**src/hw/rtl/ntpm_pkg.sv**
```systemverilog
// Package for the nearest timestamp pair matcher.
// Holds the operation and result codes and the fixed field widths.
// No dependencies.
package ntpm_pkg;

    localparam int STAMP_BITS    = 63;
    localparam int MAX_RESULTS   = 16;
    localparam int RES_CNT_BITS  = $clog2(MAX_RESULTS + 1);

    typedef logic [1:0] t_op;

    localparam t_op OP_PUSH_POSE  = 2'd0;
    localparam t_op OP_PUSH_IMAGE = 2'd1;
    localparam t_op OP_FLUSH      = 2'd2;

    localparam logic KIND_MATCH = 1'b0;
    localparam logic KIND_DROP  = 1'b1;

endpackage

```
**src/hw/rtl/ntpm_if.sv**
```systemverilog
// Request and result channel interfaces of the nearest timestamp pair matcher.
// Depends on ntpm_pkg for the operation type and the stamp width.
interface ntpm_req_if import ntpm_pkg::*; #(
    parameter int TAG_BITS = 16
);
    logic                  valid;
    logic                  ready;
    t_op                   operation;
    logic [STAMP_BITS-1:0] stamp;
    logic [TAG_BITS-1:0]   item_tag;

    modport source (output valid, operation, stamp, item_tag, input ready);
    modport sink   (input valid, operation, stamp, item_tag, output ready);
endinterface

interface ntpm_res_if import ntpm_pkg::*; #(
    parameter int TAG_BITS = 16
);
    logic                  valid;
    logic                  ready;
    logic                  kind;
    logic [STAMP_BITS-1:0] pose_stamp;
    logic [STAMP_BITS-1:0] image_stamp;
    logic [TAG_BITS-1:0]   pose_tag;
    logic [TAG_BITS-1:0]   image_tag;
    logic                  last;

    modport source (output valid, kind, pose_stamp, image_stamp, pose_tag, image_tag, last,
                    input ready);
    modport sink   (input valid, kind, pose_stamp, image_stamp, pose_tag, image_tag, last,
                    output ready);
endinterface

```
**src/hw/rtl/ntpm_ram.sv**
```systemverilog
// Generic single write port, single read port RAM with a registered read.
// No dependencies.
module ntpm_ram #(
    parameter int WIDTH = 8,
    parameter int DEPTH = 16
) (
    input  logic                     i_clk,
    input  logic                     i_we,
    input  logic [$clog2(DEPTH)-1:0] i_waddr,
    input  logic [WIDTH-1:0]         i_wdata,
    input  logic [$clog2(DEPTH)-1:0] i_raddr,
    output logic [WIDTH-1:0]         o_rdata
);

    logic [WIDTH-1:0] r_mem [DEPTH];
    logic [WIDTH-1:0] r_rdata;

    always_ff @(posedge i_clk) begin
        if (i_we) begin
            r_mem[i_waddr] <= i_wdata;
        end
        r_rdata <= r_mem[i_raddr];
    end

    assign o_rdata = r_rdata;

endmodule

```
**src/hw/rtl/nearest_timestamp_pair_matcher.sv**
```systemverilog
// Top level of the nearest timestamp pair matcher.
// Depends on ntpm_pkg, the channel interfaces in ntpm_if and ntpm_ram.
//
// Requests arrive on i_req: push a pose item, push an image item, or flush.
// Results leave on o_res: matched pairs, or a drop report when a push meets
// a full queue; last marks the final result of a request.
// Each queue lives in one RAM holding stamp and tag, with a registered read.
// A request is taken only when the matcher is idle. A push writes its queue
// in the accept cycle. Every matching step then runs S_RD1, S_RD2, S_CMP
// and S_DEC: two RAM reads (both heads, then both successors), a distance
// stage and a decision, which waits while a held result cannot go out.
// A pop returns to the head reads; a walk that stops goes to S_DONE to
// release the held result. A request runs one step per pop or match that
// it causes (up to 16 matches per request).
// The newest match is held back one step so that last can be set on it.
// When the receiver stalls, the matcher waits at the next result it has to
// deliver and keeps all its state. Reset empties both queues and the result
// registers; the RAM contents are not cleared.
module nearest_timestamp_pair_matcher import ntpm_pkg::*; #(
    parameter int QUEUE_DEPTH = 16,
    parameter int TAG_BITS    = 16
) (
    input  logic       i_clk,
    input  logic       i_rst_n,
    ntpm_req_if.sink   i_req,
    ntpm_res_if.source o_res
);

    localparam int AW = $clog2(QUEUE_DEPTH);
    localparam int CW = $clog2(QUEUE_DEPTH + 1);
    localparam int MW = STAMP_BITS + TAG_BITS;

    typedef enum logic [2:0] {
        S_IDLE,
        S_RD1,
        S_RD2,
        S_CMP,
        S_DEC,
        S_DONE
    } t_state;

    typedef struct packed {
        logic                  kind;
        logic [STAMP_BITS-1:0] pose_stamp;
        logic [STAMP_BITS-1:0] image_stamp;
        logic [TAG_BITS-1:0]   pose_tag;
        logic [TAG_BITS-1:0]   image_tag;
    } t_res;

    function automatic logic [AW-1:0] f_slot(input logic [AW-1:0] head,
                                             input logic [CW-1:0] k);
        logic [CW:0] s;
        s = (CW+1)'(head) + (CW+1)'(k);
        if (s >= (CW+1)'(QUEUE_DEPTH)) begin
            s = s - (CW+1)'(QUEUE_DEPTH);
        end
        return s[AW-1:0];
    endfunction

    t_state                r_state, n_state;
    logic                  r_flush, n_flush;
    logic [AW-1:0]         r_ph, n_ph, r_ih, n_ih;
    logic [CW-1:0]         r_pc, n_pc, r_ic, n_ic;
    logic [RES_CNT_BITS-1:0] r_nres, n_nres;
    logic [STAMP_BITS-1:0] r_p1, n_p1, r_i1, n_i1;
    logic [TAG_BITS-1:0]   r_pt1, n_pt1, r_it1, n_it1;
    logic [STAMP_BITS-1:0] r_d1, n_d1, r_d2, n_d2;
    logic                  r_pose_older, n_pose_older;
    t_res                  r_hold, n_hold;
    logic                  r_hold_valid, n_hold_valid;
    t_res                  r_out, n_out;
    logic                  r_out_last, n_out_last;
    logic                  r_out_valid, n_out_valid;

    logic                  req_fire, out_free;
    logic                  p_we, i_we;
    logic [AW-1:0]         p_waddr, i_waddr, p_raddr, i_raddr;
    logic [MW-1:0]         wdata, p_rdata, i_rdata;
    logic [STAMP_BITS-1:0] p_rd_stamp, i_rd_stamp;
    logic [STAMP_BITS-1:0] dp2, di2;
    logic                  older_c, pop_ok, older_gt1;

    ntpm_ram #(.WIDTH(MW), .DEPTH(QUEUE_DEPTH)) u_pose_ram (
        .i_clk   (i_clk),
        .i_we    (p_we),
        .i_waddr (p_waddr),
        .i_wdata (wdata),
        .i_raddr (p_raddr),
        .o_rdata (p_rdata)
    );

    ntpm_ram #(.WIDTH(MW), .DEPTH(QUEUE_DEPTH)) u_image_ram (
        .i_clk   (i_clk),
        .i_we    (i_we),
        .i_waddr (i_waddr),
        .i_wdata (wdata),
        .i_raddr (i_raddr),
        .o_rdata (i_rdata)
    );

    assign i_req.ready = (r_state == S_IDLE);
    assign req_fire    = i_req.valid && i_req.ready;
    assign out_free    = !r_out_valid || o_res.ready;

    assign wdata   = {i_req.stamp, i_req.item_tag};
    assign p_waddr = f_slot(r_ph, r_pc);
    assign i_waddr = f_slot(r_ih, r_ic);
    assign p_we    = req_fire && (i_req.operation == OP_PUSH_POSE)
                     && (r_pc != CW'(QUEUE_DEPTH));
    assign i_we    = req_fire && (i_req.operation == OP_PUSH_IMAGE)
                     && (r_ic != CW'(QUEUE_DEPTH));

    assign p_raddr = (r_state == S_RD2) ? f_slot(r_ph, CW'(1)) : r_ph;
    assign i_raddr = (r_state == S_RD2) ? f_slot(r_ih, CW'(1)) : r_ih;

    assign p_rd_stamp = p_rdata[MW-1:TAG_BITS];
    assign i_rd_stamp = i_rdata[MW-1:TAG_BITS];

    assign older_c = r_p1 < r_i1;
    assign dp2 = (p_rd_stamp > r_i1) ? p_rd_stamp - r_i1 : r_i1 - p_rd_stamp;
    assign di2 = (i_rd_stamp > r_p1) ? i_rd_stamp - r_p1 : r_p1 - i_rd_stamp;

    assign older_gt1 = r_pose_older ? (r_pc > CW'(1)) : (r_ic > CW'(1));
    assign pop_ok    = older_gt1 && (r_d2 <= r_d1);

    always_comb begin
        n_state      = r_state;
        n_flush      = r_flush;
        n_ph         = r_ph;
        n_ih         = r_ih;
        n_pc         = r_pc;
        n_ic         = r_ic;
        n_nres       = r_nres;
        n_p1         = r_p1;
        n_i1         = r_i1;
        n_pt1        = r_pt1;
        n_it1        = r_it1;
        n_d1         = r_d1;
        n_d2         = r_d2;
        n_pose_older = r_pose_older;
        n_hold       = r_hold;
        n_hold_valid = r_hold_valid;
        n_out        = r_out;
        n_out_last   = r_out_last;
        n_out_valid  = r_out_valid && !o_res.ready;

        case (r_state)
            S_IDLE: begin
                if (req_fire) begin
                    n_nres  = '0;
                    n_flush = (i_req.operation == OP_FLUSH);
                    case (i_req.operation)
                        OP_PUSH_POSE, OP_PUSH_IMAGE: begin
                            if ((i_req.operation == OP_PUSH_POSE && r_pc == CW'(QUEUE_DEPTH))
                                || (i_req.operation == OP_PUSH_IMAGE
                                    && r_ic == CW'(QUEUE_DEPTH))) begin
                                n_hold.kind        = KIND_DROP;
                                n_hold.pose_stamp  = i_req.stamp;
                                n_hold.image_stamp = '0;
                                n_hold.pose_tag    = i_req.item_tag;
                                n_hold.image_tag   = '0;
                                n_hold_valid       = 1'b1;
                                n_state            = S_DONE;
                            end else begin
                                if (i_req.operation == OP_PUSH_POSE) begin
                                    n_pc = r_pc + CW'(1);
                                end else begin
                                    n_ic = r_ic + CW'(1);
                                end
                                n_state = S_RD1;
                            end
                        end
                        OP_FLUSH: begin
                            n_state = S_RD1;
                        end
                        default: begin
                            n_state = S_IDLE;
                        end
                    endcase
                end
            end
            S_RD1: begin
                if (r_pc != '0 && r_ic != '0 && r_nres < RES_CNT_BITS'(MAX_RESULTS)
                    && (r_flush || (r_pc > CW'(1) && r_ic > CW'(1)))) begin
                    n_state = S_RD2;
                end else begin
                    n_state = S_DONE;
                end
            end
            S_RD2: begin
                n_p1    = p_rd_stamp;
                n_pt1   = p_rdata[TAG_BITS-1:0];
                n_i1    = i_rd_stamp;
                n_it1   = i_rdata[TAG_BITS-1:0];
                n_state = S_CMP;
            end
            S_CMP: begin
                n_pose_older = older_c;
                n_d1         = older_c ? r_i1 - r_p1 : r_p1 - r_i1;
                n_d2         = older_c ? dp2 : di2;
                n_state      = S_DEC;
            end
            S_DEC: begin
                if (pop_ok) begin
                    if (r_pose_older) begin
                        n_ph = f_slot(r_ph, CW'(1));
                        n_pc = r_pc - CW'(1);
                    end else begin
                        n_ih = f_slot(r_ih, CW'(1));
                        n_ic = r_ic - CW'(1);
                    end
                    n_state = S_RD1;
                end else if (!older_gt1 && !r_flush) begin
                    n_state = S_DONE;
                end else if (!r_hold_valid || out_free) begin
                    if (r_hold_valid) begin
                        n_out       = r_hold;
                        n_out_last  = 1'b0;
                        n_out_valid = 1'b1;
                    end
                    n_hold.kind        = KIND_MATCH;
                    n_hold.pose_stamp  = r_p1;
                    n_hold.image_stamp = r_i1;
                    n_hold.pose_tag    = r_pt1;
                    n_hold.image_tag   = r_it1;
                    n_hold_valid       = 1'b1;
                    n_ph               = f_slot(r_ph, CW'(1));
                    n_pc               = r_pc - CW'(1);
                    n_ih               = f_slot(r_ih, CW'(1));
                    n_ic               = r_ic - CW'(1);
                    n_nres             = r_nres + RES_CNT_BITS'(1);
                    n_state            = S_RD1;
                end
            end
            S_DONE: begin
                if (!r_hold_valid) begin
                    n_state = S_IDLE;
                end else if (out_free) begin
                    n_out        = r_hold;
                    n_out_last   = 1'b1;
                    n_out_valid  = 1'b1;
                    n_hold_valid = 1'b0;
                    n_state      = S_IDLE;
                end
            end
            default: begin
                n_state = S_IDLE;
            end
        endcase
    end

    always_ff @(posedge i_clk) begin
        r_p1         <= n_p1;
        r_i1         <= n_i1;
        r_pt1        <= n_pt1;
        r_it1        <= n_it1;
        r_d1         <= n_d1;
        r_d2         <= n_d2;
        r_pose_older <= n_pose_older;
        r_hold       <= n_hold;
        r_out        <= n_out;
        r_out_last   <= n_out_last;
        if (!i_rst_n) begin
            r_state      <= S_IDLE;
            r_flush      <= 1'b0;
            r_ph         <= '0;
            r_ih         <= '0;
            r_pc         <= '0;
            r_ic         <= '0;
            r_nres       <= '0;
            r_hold_valid <= 1'b0;
            r_out_valid  <= 1'b0;
        end else begin
            r_state      <= n_state;
            r_flush      <= n_flush;
            r_ph         <= n_ph;
            r_ih         <= n_ih;
            r_pc         <= n_pc;
            r_ic         <= n_ic;
            r_nres       <= n_nres;
            r_hold_valid <= n_hold_valid;
            r_out_valid  <= n_out_valid;
        end
    end

    assign o_res.valid       = r_out_valid;
    assign o_res.kind        = r_out.kind;
    assign o_res.pose_stamp  = r_out.pose_stamp;
    assign o_res.image_stamp = r_out.image_stamp;
    assign o_res.pose_tag    = r_out.pose_tag;
    assign o_res.image_tag   = r_out.image_tag;
    assign o_res.last        = r_out_last;

    a_count_bound: assert property (@(posedge i_clk) disable iff (!i_rst_n)
        r_pc <= CW'(QUEUE_DEPTH) && r_ic <= CW'(QUEUE_DEPTH))
        else $error("queue count beyond depth");

    a_push_pose: assert property (@(posedge i_clk) disable iff (!i_rst_n)
        p_we |=> r_pc == $past(r_pc) + CW'(1))
        else $error("accepted pose push did not grow the queue");

    a_idle_no_hold: assert property (@(posedge i_clk) disable iff (!i_rst_n)
        r_state == S_IDLE |-> !r_hold_valid)
        else $error("held result left behind at idle");

    a_res_limit: assert property (@(posedge i_clk) disable iff (!i_rst_n)
        r_nres <= RES_CNT_BITS'(MAX_RESULTS))
        else $error("too many matches for one request");

endmodule

```
**src/flat_wrapper.sv**
```systemverilog
// flat-port wrapper written by rule: the top's interface ports become plain ports
module nearest_timestamp_pair_matcher_flat import ntpm_pkg::*;
#(
    parameter int QUEUE_DEPTH = 16,
    parameter int TAG_BITS    = 16
)
  (i_clk, i_rst_n, i_req_valid, i_req_operation, i_req_stamp, i_req_item_tag, i_req_ready, o_res_valid, o_res_kind, o_res_pose_stamp, o_res_image_stamp, o_res_pose_tag, o_res_image_tag, o_res_last, o_res_ready);
  ntpm_req_if #(.TAG_BITS(TAG_BITS)) i_req_i ();
  ntpm_res_if #(.TAG_BITS(TAG_BITS)) o_res_i ();
  input  logic i_clk;
  input  logic i_rst_n;
  input wire logic [$bits(i_req_i.valid)-1:0] i_req_valid;
  input wire logic [$bits(i_req_i.operation)-1:0] i_req_operation;
  input wire logic [$bits(i_req_i.stamp)-1:0] i_req_stamp;
  input wire logic [$bits(i_req_i.item_tag)-1:0] i_req_item_tag;
  output wire logic [$bits(i_req_i.ready)-1:0] i_req_ready;
  output wire logic [$bits(o_res_i.valid)-1:0] o_res_valid;
  output wire logic [$bits(o_res_i.kind)-1:0] o_res_kind;
  output wire logic [$bits(o_res_i.pose_stamp)-1:0] o_res_pose_stamp;
  output wire logic [$bits(o_res_i.image_stamp)-1:0] o_res_image_stamp;
  output wire logic [$bits(o_res_i.pose_tag)-1:0] o_res_pose_tag;
  output wire logic [$bits(o_res_i.image_tag)-1:0] o_res_image_tag;
  output wire logic [$bits(o_res_i.last)-1:0] o_res_last;
  input wire logic [$bits(o_res_i.ready)-1:0] o_res_ready;
  assign i_req_i.valid = i_req_valid;
  assign i_req_i.operation = i_req_operation;
  assign i_req_i.stamp = i_req_stamp;
  assign i_req_i.item_tag = i_req_item_tag;
  assign i_req_ready = i_req_i.ready;
  assign o_res_valid = o_res_i.valid;
  assign o_res_kind = o_res_i.kind;
  assign o_res_pose_stamp = o_res_i.pose_stamp;
  assign o_res_image_stamp = o_res_i.image_stamp;
  assign o_res_pose_tag = o_res_i.pose_tag;
  assign o_res_image_tag = o_res_i.image_tag;
  assign o_res_last = o_res_i.last;
  assign o_res_i.ready = o_res_ready;
  nearest_timestamp_pair_matcher #(.QUEUE_DEPTH(QUEUE_DEPTH), .TAG_BITS(TAG_BITS)) u_core (.i_clk(i_clk), .i_rst_n(i_rst_n), .i_req(i_req_i), .o_res(o_res_i));
endmodule
```
**config.mk**
```make
export PLATFORM = sky130hd
export DESIGN_NAME = nearest_timestamp_pair_matcher_flat
export DESIGN_NICKNAME = d
export VERILOG_FILES = /design/src/hw/rtl/ntpm_pkg.sv /design/src/hw/rtl/ntpm_if.sv /design/src/hw/rtl/ntpm_ram.sv /design/src/hw/rtl/nearest_timestamp_pair_matcher.sv /design/src/flat_wrapper.sv
export SDC_FILE = /design/constraint.sdc
export NUM_CORES = 2
export LEC_CHECK = 0
export BUFFER_PORTS_ARGS = -buffer_cell sky130_fd_sc_hd__buf_2
export CAP_MARGIN = 20
export CORE_MARGIN = 3
export CORE_UTILIZATION = 56
export DETAILED_ROUTE_END_ITERATION = 10
export PLACE_DENSITY_LB_ADDON = 0.3
export SLEW_MARGIN = 20
export SYNTH_ARGS = -nofsm -noshare
export SYNTH_HDL_FRONTEND = slang
export SYNTH_HIERARCHICAL = 1
export SYNTH_SLANG_ARGS = --single-unit
```
**constraint.sdc**
```tcl
create_clock -name i_clk -period 10.4 [get_ports i_clk]
set_input_delay 1.04 -clock i_clk [delete_from_list [all_inputs] [get_ports i_clk]]
set_output_delay 1.04 -clock i_clk [all_outputs]
set_load 0.02 [all_outputs]
```
* After elaboration in Yosys (flattened, before gate mapping) *
Memories as Yosys holds them, arrays and structs flattened. A register that Yosys moved wholly into a read port is not among the register bits.
Index checks and enable logic that the tools add are counted.

cells by class
  $lt $le $gt $ge = 11
  equal/unequal tests = 32
  reduce and logical (&&, ||, !) cells = 42
  multiplexer cells = 93
  add/sub/neg operators = 19

operators by type and width
  operator                                                               number
  159-bit two-way mux                                                    12
  159-bit one-hot mux with 2 select lines                                2
  63-bit subtractor                                                      6
  63-bit two-way mux                                                     4
  63-bit > comparator                                                    2
  5-bit two-way mux                                                      20
  63-bit less-or-equal comparator                                        1
  63-bit less-than comparator                                            1
  4-bit two-way mux                                                      14
  5-bit one-hot mux with 2 select lines                                  3
  1-bit two-way mux                                                      25
  3-bit two-way mux                                                      8
  7-bit AND reduction                                                    3
  2-bit != test, second input constant                                   9
  3-bit one-hot mux with 6 select lines                                  1
  8-bit AND reduction                                                    2
  4-bit by 1-bit subtractor with 4-bit output, second input constant     4
  5-bit by 1-bit adder with 5-bit output, second input constant          3
  1-bit logical AND                                                      14
  4-bit by 5-bit adder with 6-bit output                                 2
  6-bit by 5-bit >= comparator with 1-bit output, second input constant  2
  2-bit by 1-bit != test with 1-bit output, second input constant        6
  4-bit by 1-bit adder with 5-bit output, second input constant          2
  5-bit equality test, second input constant                             2
  other kinds (29)                                                       49

storage, ports and cells
  memory bits (writable) = 2528
  register bits after elaboration = 633
  logic and storage cells = 226
  memories kept = 2

memories
  name                      depth  bits a word  rd ports  clocked after memory_dff  wr ports  line            RTL
  u_core.u_image_ram.r_mem  16     79           1         1                         1         ntpm_ram.sv:15  logic [WIDTH-1:0] r_mem [DEPTH];
  u_core.u_pose_ram.r_mem   16     79           1         1                         1         ntpm_ram.sv:15

* Depth between registers and ports, before layout *
  word-level depth = 7
  mapped depth = 18
  mapped depth without buffers = 14

* Modules after synthesis *
Netlist, hierarchy kept.

modules (own cells, without submodules)
  module                          times used  area each (sq um)  cells each
  ntpm_ram at u_core.u_pose_ram   1           48883.1            2028
  ntpm_ram at u_core.u_image_ram  1           48881.9            2028
  nearest_timestamp_pair_matcher  1           46801.1            5122

* Worst setup path before layout *
No wires, ideal clock.

  path type = register to register
  start = register u_core.r_state[2]
  end = register u_core.r_d1[0] (enable)
  period minus slack after synthesis = 10.668 ns
  arrival time = 9.874 ns
  cell stages (with the launch flop) = 4
  path buffers = 2
  setup slack = -0.268 ns
  cells stage by stage = dfxtp_1 > clkbuf_1 > clkbuf_1 > nor3b_1

on the way
  longest elaborated chain between the ends = 1

ends and longest elaborated chain
  item                                            line                                   RTL
  from (decl)                                     nearest_timestamp_pair_matcher.sv:60   t_state r_state, n_state;
  from (signal assigned)                          nearest_timestamp_pair_matcher.sv:274  r_state <= n_state;
  3-bit by 2-bit equality test with 1-bit output  nearest_timestamp_pair_matcher.sv:147  case (r_state)
  to (signal assigned)                            nearest_timestamp_pair_matcher.sv:257  r_d1 <= n_d1;
  to (decl)                                       nearest_timestamp_pair_matcher.sv:67   logic [STAMP_BITS-1:0] r_d1, n_d1, r_d2, n_d2;

No other way between the ends.
A chain may end at the register's enable or synchronous reset.

* Worst setup path after layout *
  start = register u_core.r_p1[54]
  end = register u_core.r_d1[50], data pin

on the way
  longest elaborated chain between the ends = 2

ends and longest elaborated chain
  item                         line                                   RTL
  from (decl)                  nearest_timestamp_pair_matcher.sv:65   logic [STAMP_BITS-1:0] r_p1, n_p1, r_i1, n_i1;
  from (signal assigned)       nearest_timestamp_pair_matcher.sv:253  r_p1 <= n_p1;
  63-bit less-than comparator  nearest_timestamp_pair_matcher.sv:119  assign older_c = r_p1 < r_i1;
  63-bit two-way mux           nearest_timestamp_pair_matcher.sv:199  n_d1 = older_c ? r_i1 - r_p1 : r_p1 - r_i1;

No other way between the ends.

==> flow_summary.toml <==
[outcome]
status = "completed"

[logic_synthesis]
synth_cell_type_count = 98
yosys.area_share.adder_pct = 4.031
synth-edff-count = 3132
synth-simple-area-share_pct = 4.838
synth_common_cells = "3132 x edfxtp_1, 646 x a21oi_1, 632 x mux4_2"
ys.flop_type = "edfxtp_1"
ys_ff_latch = 3319
synth_top_area_share_pct = 65.06
synth_top_family_by_area = "multiplexers"
synth.area.mux_share_pct = 10.53
synth.most_common_cell = "edfxtp_1"
syn_avg_cell_area_um2 = 15.75
yosys-top-cells-area = "edfxtp_1 65%, mux4_2 9.8%, ha_1 3.9%, dfxtp_1 2.6%, a21oi_1 2.2%"
syn_inst = 9178
ys_warn_count = 6
synth_nets = 9724
yosysSeqAreaShare_pct = 67.65
synth_largest_area_cell = "edfxtp_1"
async_flop_share_pct = 0
netlist_area_um2 = 144600
synth_xor_area_share_pct = 1.163
synth_compound_area_share_pct = 9.022

[setup_path]
critPathBufInv = 3
crit_path_end_kind = "flip-flop"
cp_cell_sequence = "inv_1 -> ha_1 -> nand2_1 -> nor3_1 -> nand2_1 -> nor4_2 -> nand2_1 -> and3_1 -> nand2_4 -> inv_4 -> buf_4 -> mux2i_1 -> a311oi_1 -> o311ai_1 -> xor2_1"
r2r_slack_ns = 3.32
slowest_stage = "a311oi_1"
criticalPathCategory = "reg -> reg"
crit_family = "simple AND/OR/NAND/NOR gates"
worstPathMaxFanout = 54
worst_r2r_path_depth = 15
r2r_start = "u_core/r_p1[54]$_DFFE_PP_"
critPathMaxStageDelay_ns = 0.91
critPathLaunchType = "flip-flop"
critical_path_arrival_ns = 7.76
cp_common_cell = "nand2_1"
r2r_end = "u_core/r_d1[50]$_DFFE_PP_"
worstPathRequired_ns = 11.08
cp.depth = 15

[pwr]
p_comb_share_pct = 7.9
swShare_pct = 23.31
netSwitchingPower_w = 0.006937
ir_drop_uv = 177.9
pwr-share-seq_pct = 50.4
internal_power_w = 0.02282
pwr_density_cell_nw_per_um2 = 185.1
clockPowerShare_pct = 41.8
power_leakage_nw = 54.51

[placement]
portBuffers = 246
gp_congestion = 1.024
dp_hpwl_um = 327100

[sta]
layout_min_cycle_time_ns = 7.080
fmax_ghz = 0.1413
slew_violations = 0
finalSetupTns_ns = 0
worst_pin_slew_ns = 1.241
rsz0062_at_grt = "false"
hold_viol_final = 0
setup_violations = 0
skew_ns = 0.1277
finalCritPeriodShare_pct = 68.07
maxSlewHeadroom_pct = 16.40

[clock_network]
cts_buffer_depth = 4
cts_tree = "done"
clkTransAtPathRegs_ns = 0.06
clock-sinks = 3319
post_cts_buffers = 0
cts-root-buf = "clkbuf_16"
clk_latency_ns = 1.02
post_cts_resized = 0
numCtsBuffers = 351
hold_buffers = 0
htreeDepth = 5

[detailed_routing]
highest_layer = "met5"
wl_met1_um = 190400
route.detailed.drc = 0
antenna_left = 0
wl_per_cell_um = 37.58
drt_iter0_markers = 13340
wl_met2_um = 221600
viasPerCell = 6.876
num_vias = 90410
drt-total-wl_um = 494100
dr.pass1.iters = 8
met3WireLength_um = 57560

[floorplan]
die_y_um = 514.1
io_pins = 247
start_util_pct = 56.57
rows = 185
coreArea_um2 = 255500
die-width_um = 514.1
die_area_um2 = 264300

[global_route]
antenna_found_initial = 75
grtUsageTotal_pct = 37.14
grt_max_degree = 133
grt_pass1_vias = 88700
grt_pass1_wl_um = 684100
overflow = 0

[job]
maxCapViolCount = 0

[hold_path]
holdPathEnd = "u_core/r_it1[15]$_DFFE_PP_"
timing.hold.worst.start = "u_core/u_image_ram/o_rdata[15]$_DFF_P_"
hp-class = "reg -> reg"
holdPathStages = 0

[cells_and_area]
area_growth_pct = 11.22
utilization_pct = 62.92
drive_gt1_share_pct = 17.05
finalNetCount = 10030
## state kept, by name, indices dropped and copies added, names as in the netlist, 16 cells and up
register	count
u_core/r_pt1	16
u_core/o_res.image_tag	16
u_core/r_it1	16
u_core/r_p1	63
u_core/u_pose_ram/r_mem	1264
u_core/r_hold	159
u_core/o_res.image_stamp	63
u_core/r_d1	63
u_core/u_pose_ram/o_rdata	79
u_core/u_image_ram/r_mem	1264
u_core/o_res.pose_tag	16
u_core/r_d2	63
u_core/r_i1	63
u_core/u_image_ram/o_rdata	79
u_core/o_res.pose_stamp	63
## how the worst max path moves through the flow
stage / from / to / slack (ns)
final: u_core/r_p1[54]$_DFFE_PP_ / u_core/r_d1[50]$_DFFE_PP_ / 3.32
after detailed placement: u_core/r_p1[54]$_DFFE_PP_ / u_core/r_d1[50]$_DFFE_PP_ / 3.52
after floorplan: u_core/r_d2[32]$_DFFE_PP_ / u_core/r_hold[0]$_SDFFCE_PN0P_ / 1.0
after global placement: u_core/r_p1[54]$_DFFE_PP_ / u_core/r_d1[50]$_DFFE_PP_ / 3.51
after global routing: u_core/r_p1[1]$_DFFE_PP_ / u_core/r_d1[50]$_DFFE_PP_ / 3.30
after CTS: u_core/r_p1[54]$_DFFE_PP_ / u_core/r_d1[50]$_DFFE_PP_ / 3.50
## per-stage QoR
step	hold slack, ns	cells	total power (W)	setup WS (ns)	area (um^2)
after CTS	0.3790	13110	0.02983	3.503	160700
after floorplan	0.3855	9178	0.01656	0.9954	144600
after detailed placement	0.3897	12490	0.01752	3.520	149400
final	0.4033	13150	0.02976	3.320	160800
after global placement	0.3859	12490	0.01750	3.510	149300
after global routing	0.4106	13130	0.03051	3.300	160700
## logic make-up (layout without fill, tap and decap cells)
| group | after synthesis | in the layout |
|---|---|---|
| adder cells (fa/ha/maj) | 461 | 461 |
| buffers and inverters | 891 | 1464 |
| AND/OR/NAND/NOR | 1523 | 1523 |
| AO/OA/AOI/OAI | 2064 | 2064 |
| multiplexers | 728 | 728 |
| flip-flops | 3319 | 3319 |
| XOR/XNOR | 192 | 192 |
| other | 0 | 32 |
## per-layer routing
| metal | track usage, % | vias up |
|---|---|---|
| met2 | 55.63 | 6225 |
| met4 | 15.51 | 34 |
| met1 | 52.13 | 46370 |
| met3 | 9.819 | 1140 |
| met5 | 0 | - |
| li1 | - | 36640 |
## cell usage in the layout (no fill, tap or decap), types with 157 or more instances in the layout
cell type and n:
nand2_1 619, nor2_1 351, a21oi_1 646, mux4_2 632, inv_1 429, a22oi_1 325
clkbuf_16 355, buf_2 246, ha_1 453, dfxtp_1 187, edfxtp_1 3132, o21ai_0 421
a21o_1 157
## cell type report
type	count	area, um^2
Sequential cell	3319	97790
Fill cell	17900	94750
Multi-Input combinational cell	4968	43180
Clock buffer	465	9547
Tap cell	3366	4212
Timing Repair Buffer	409	2595
Clock inverter	159	1754
Inverter	431	1628
Antenna cell	32	80.08
## power groups by stage
stage | combinational (W) | clock (W) | sequential (W)
floorplan | 0.00136 | 0 | 0.0152
finish | 0.00235 | 0.0124 | 0.0150
CTS | 0.00229 | 0.0126 | 0.0150
global placement | 0.00226 | 0 | 0.0152
global route | 0.00246 | 0.0131 | 0.0150
detailed placement | 0.00227 | 0 | 0.0153
## worst register-to-register path: stages, from the launching register on
cell and delay, ns:
edfxtp_1 0.40, inv_1 0.12, ha_1 0.82, nand2_1 0.18, nor3_1 0.58, nand2_1 0.22, nor4_2 0.65, nand2_1 0.24
and3_1 0.37, nand2_4 0.61, inv_4 0.53, buf_4 0.47, mux2i_1 0.31, a311oi_1 0.91, o311ai_1 0.20, xor2_1 0.19
Power figures use the tool's default switching activity.
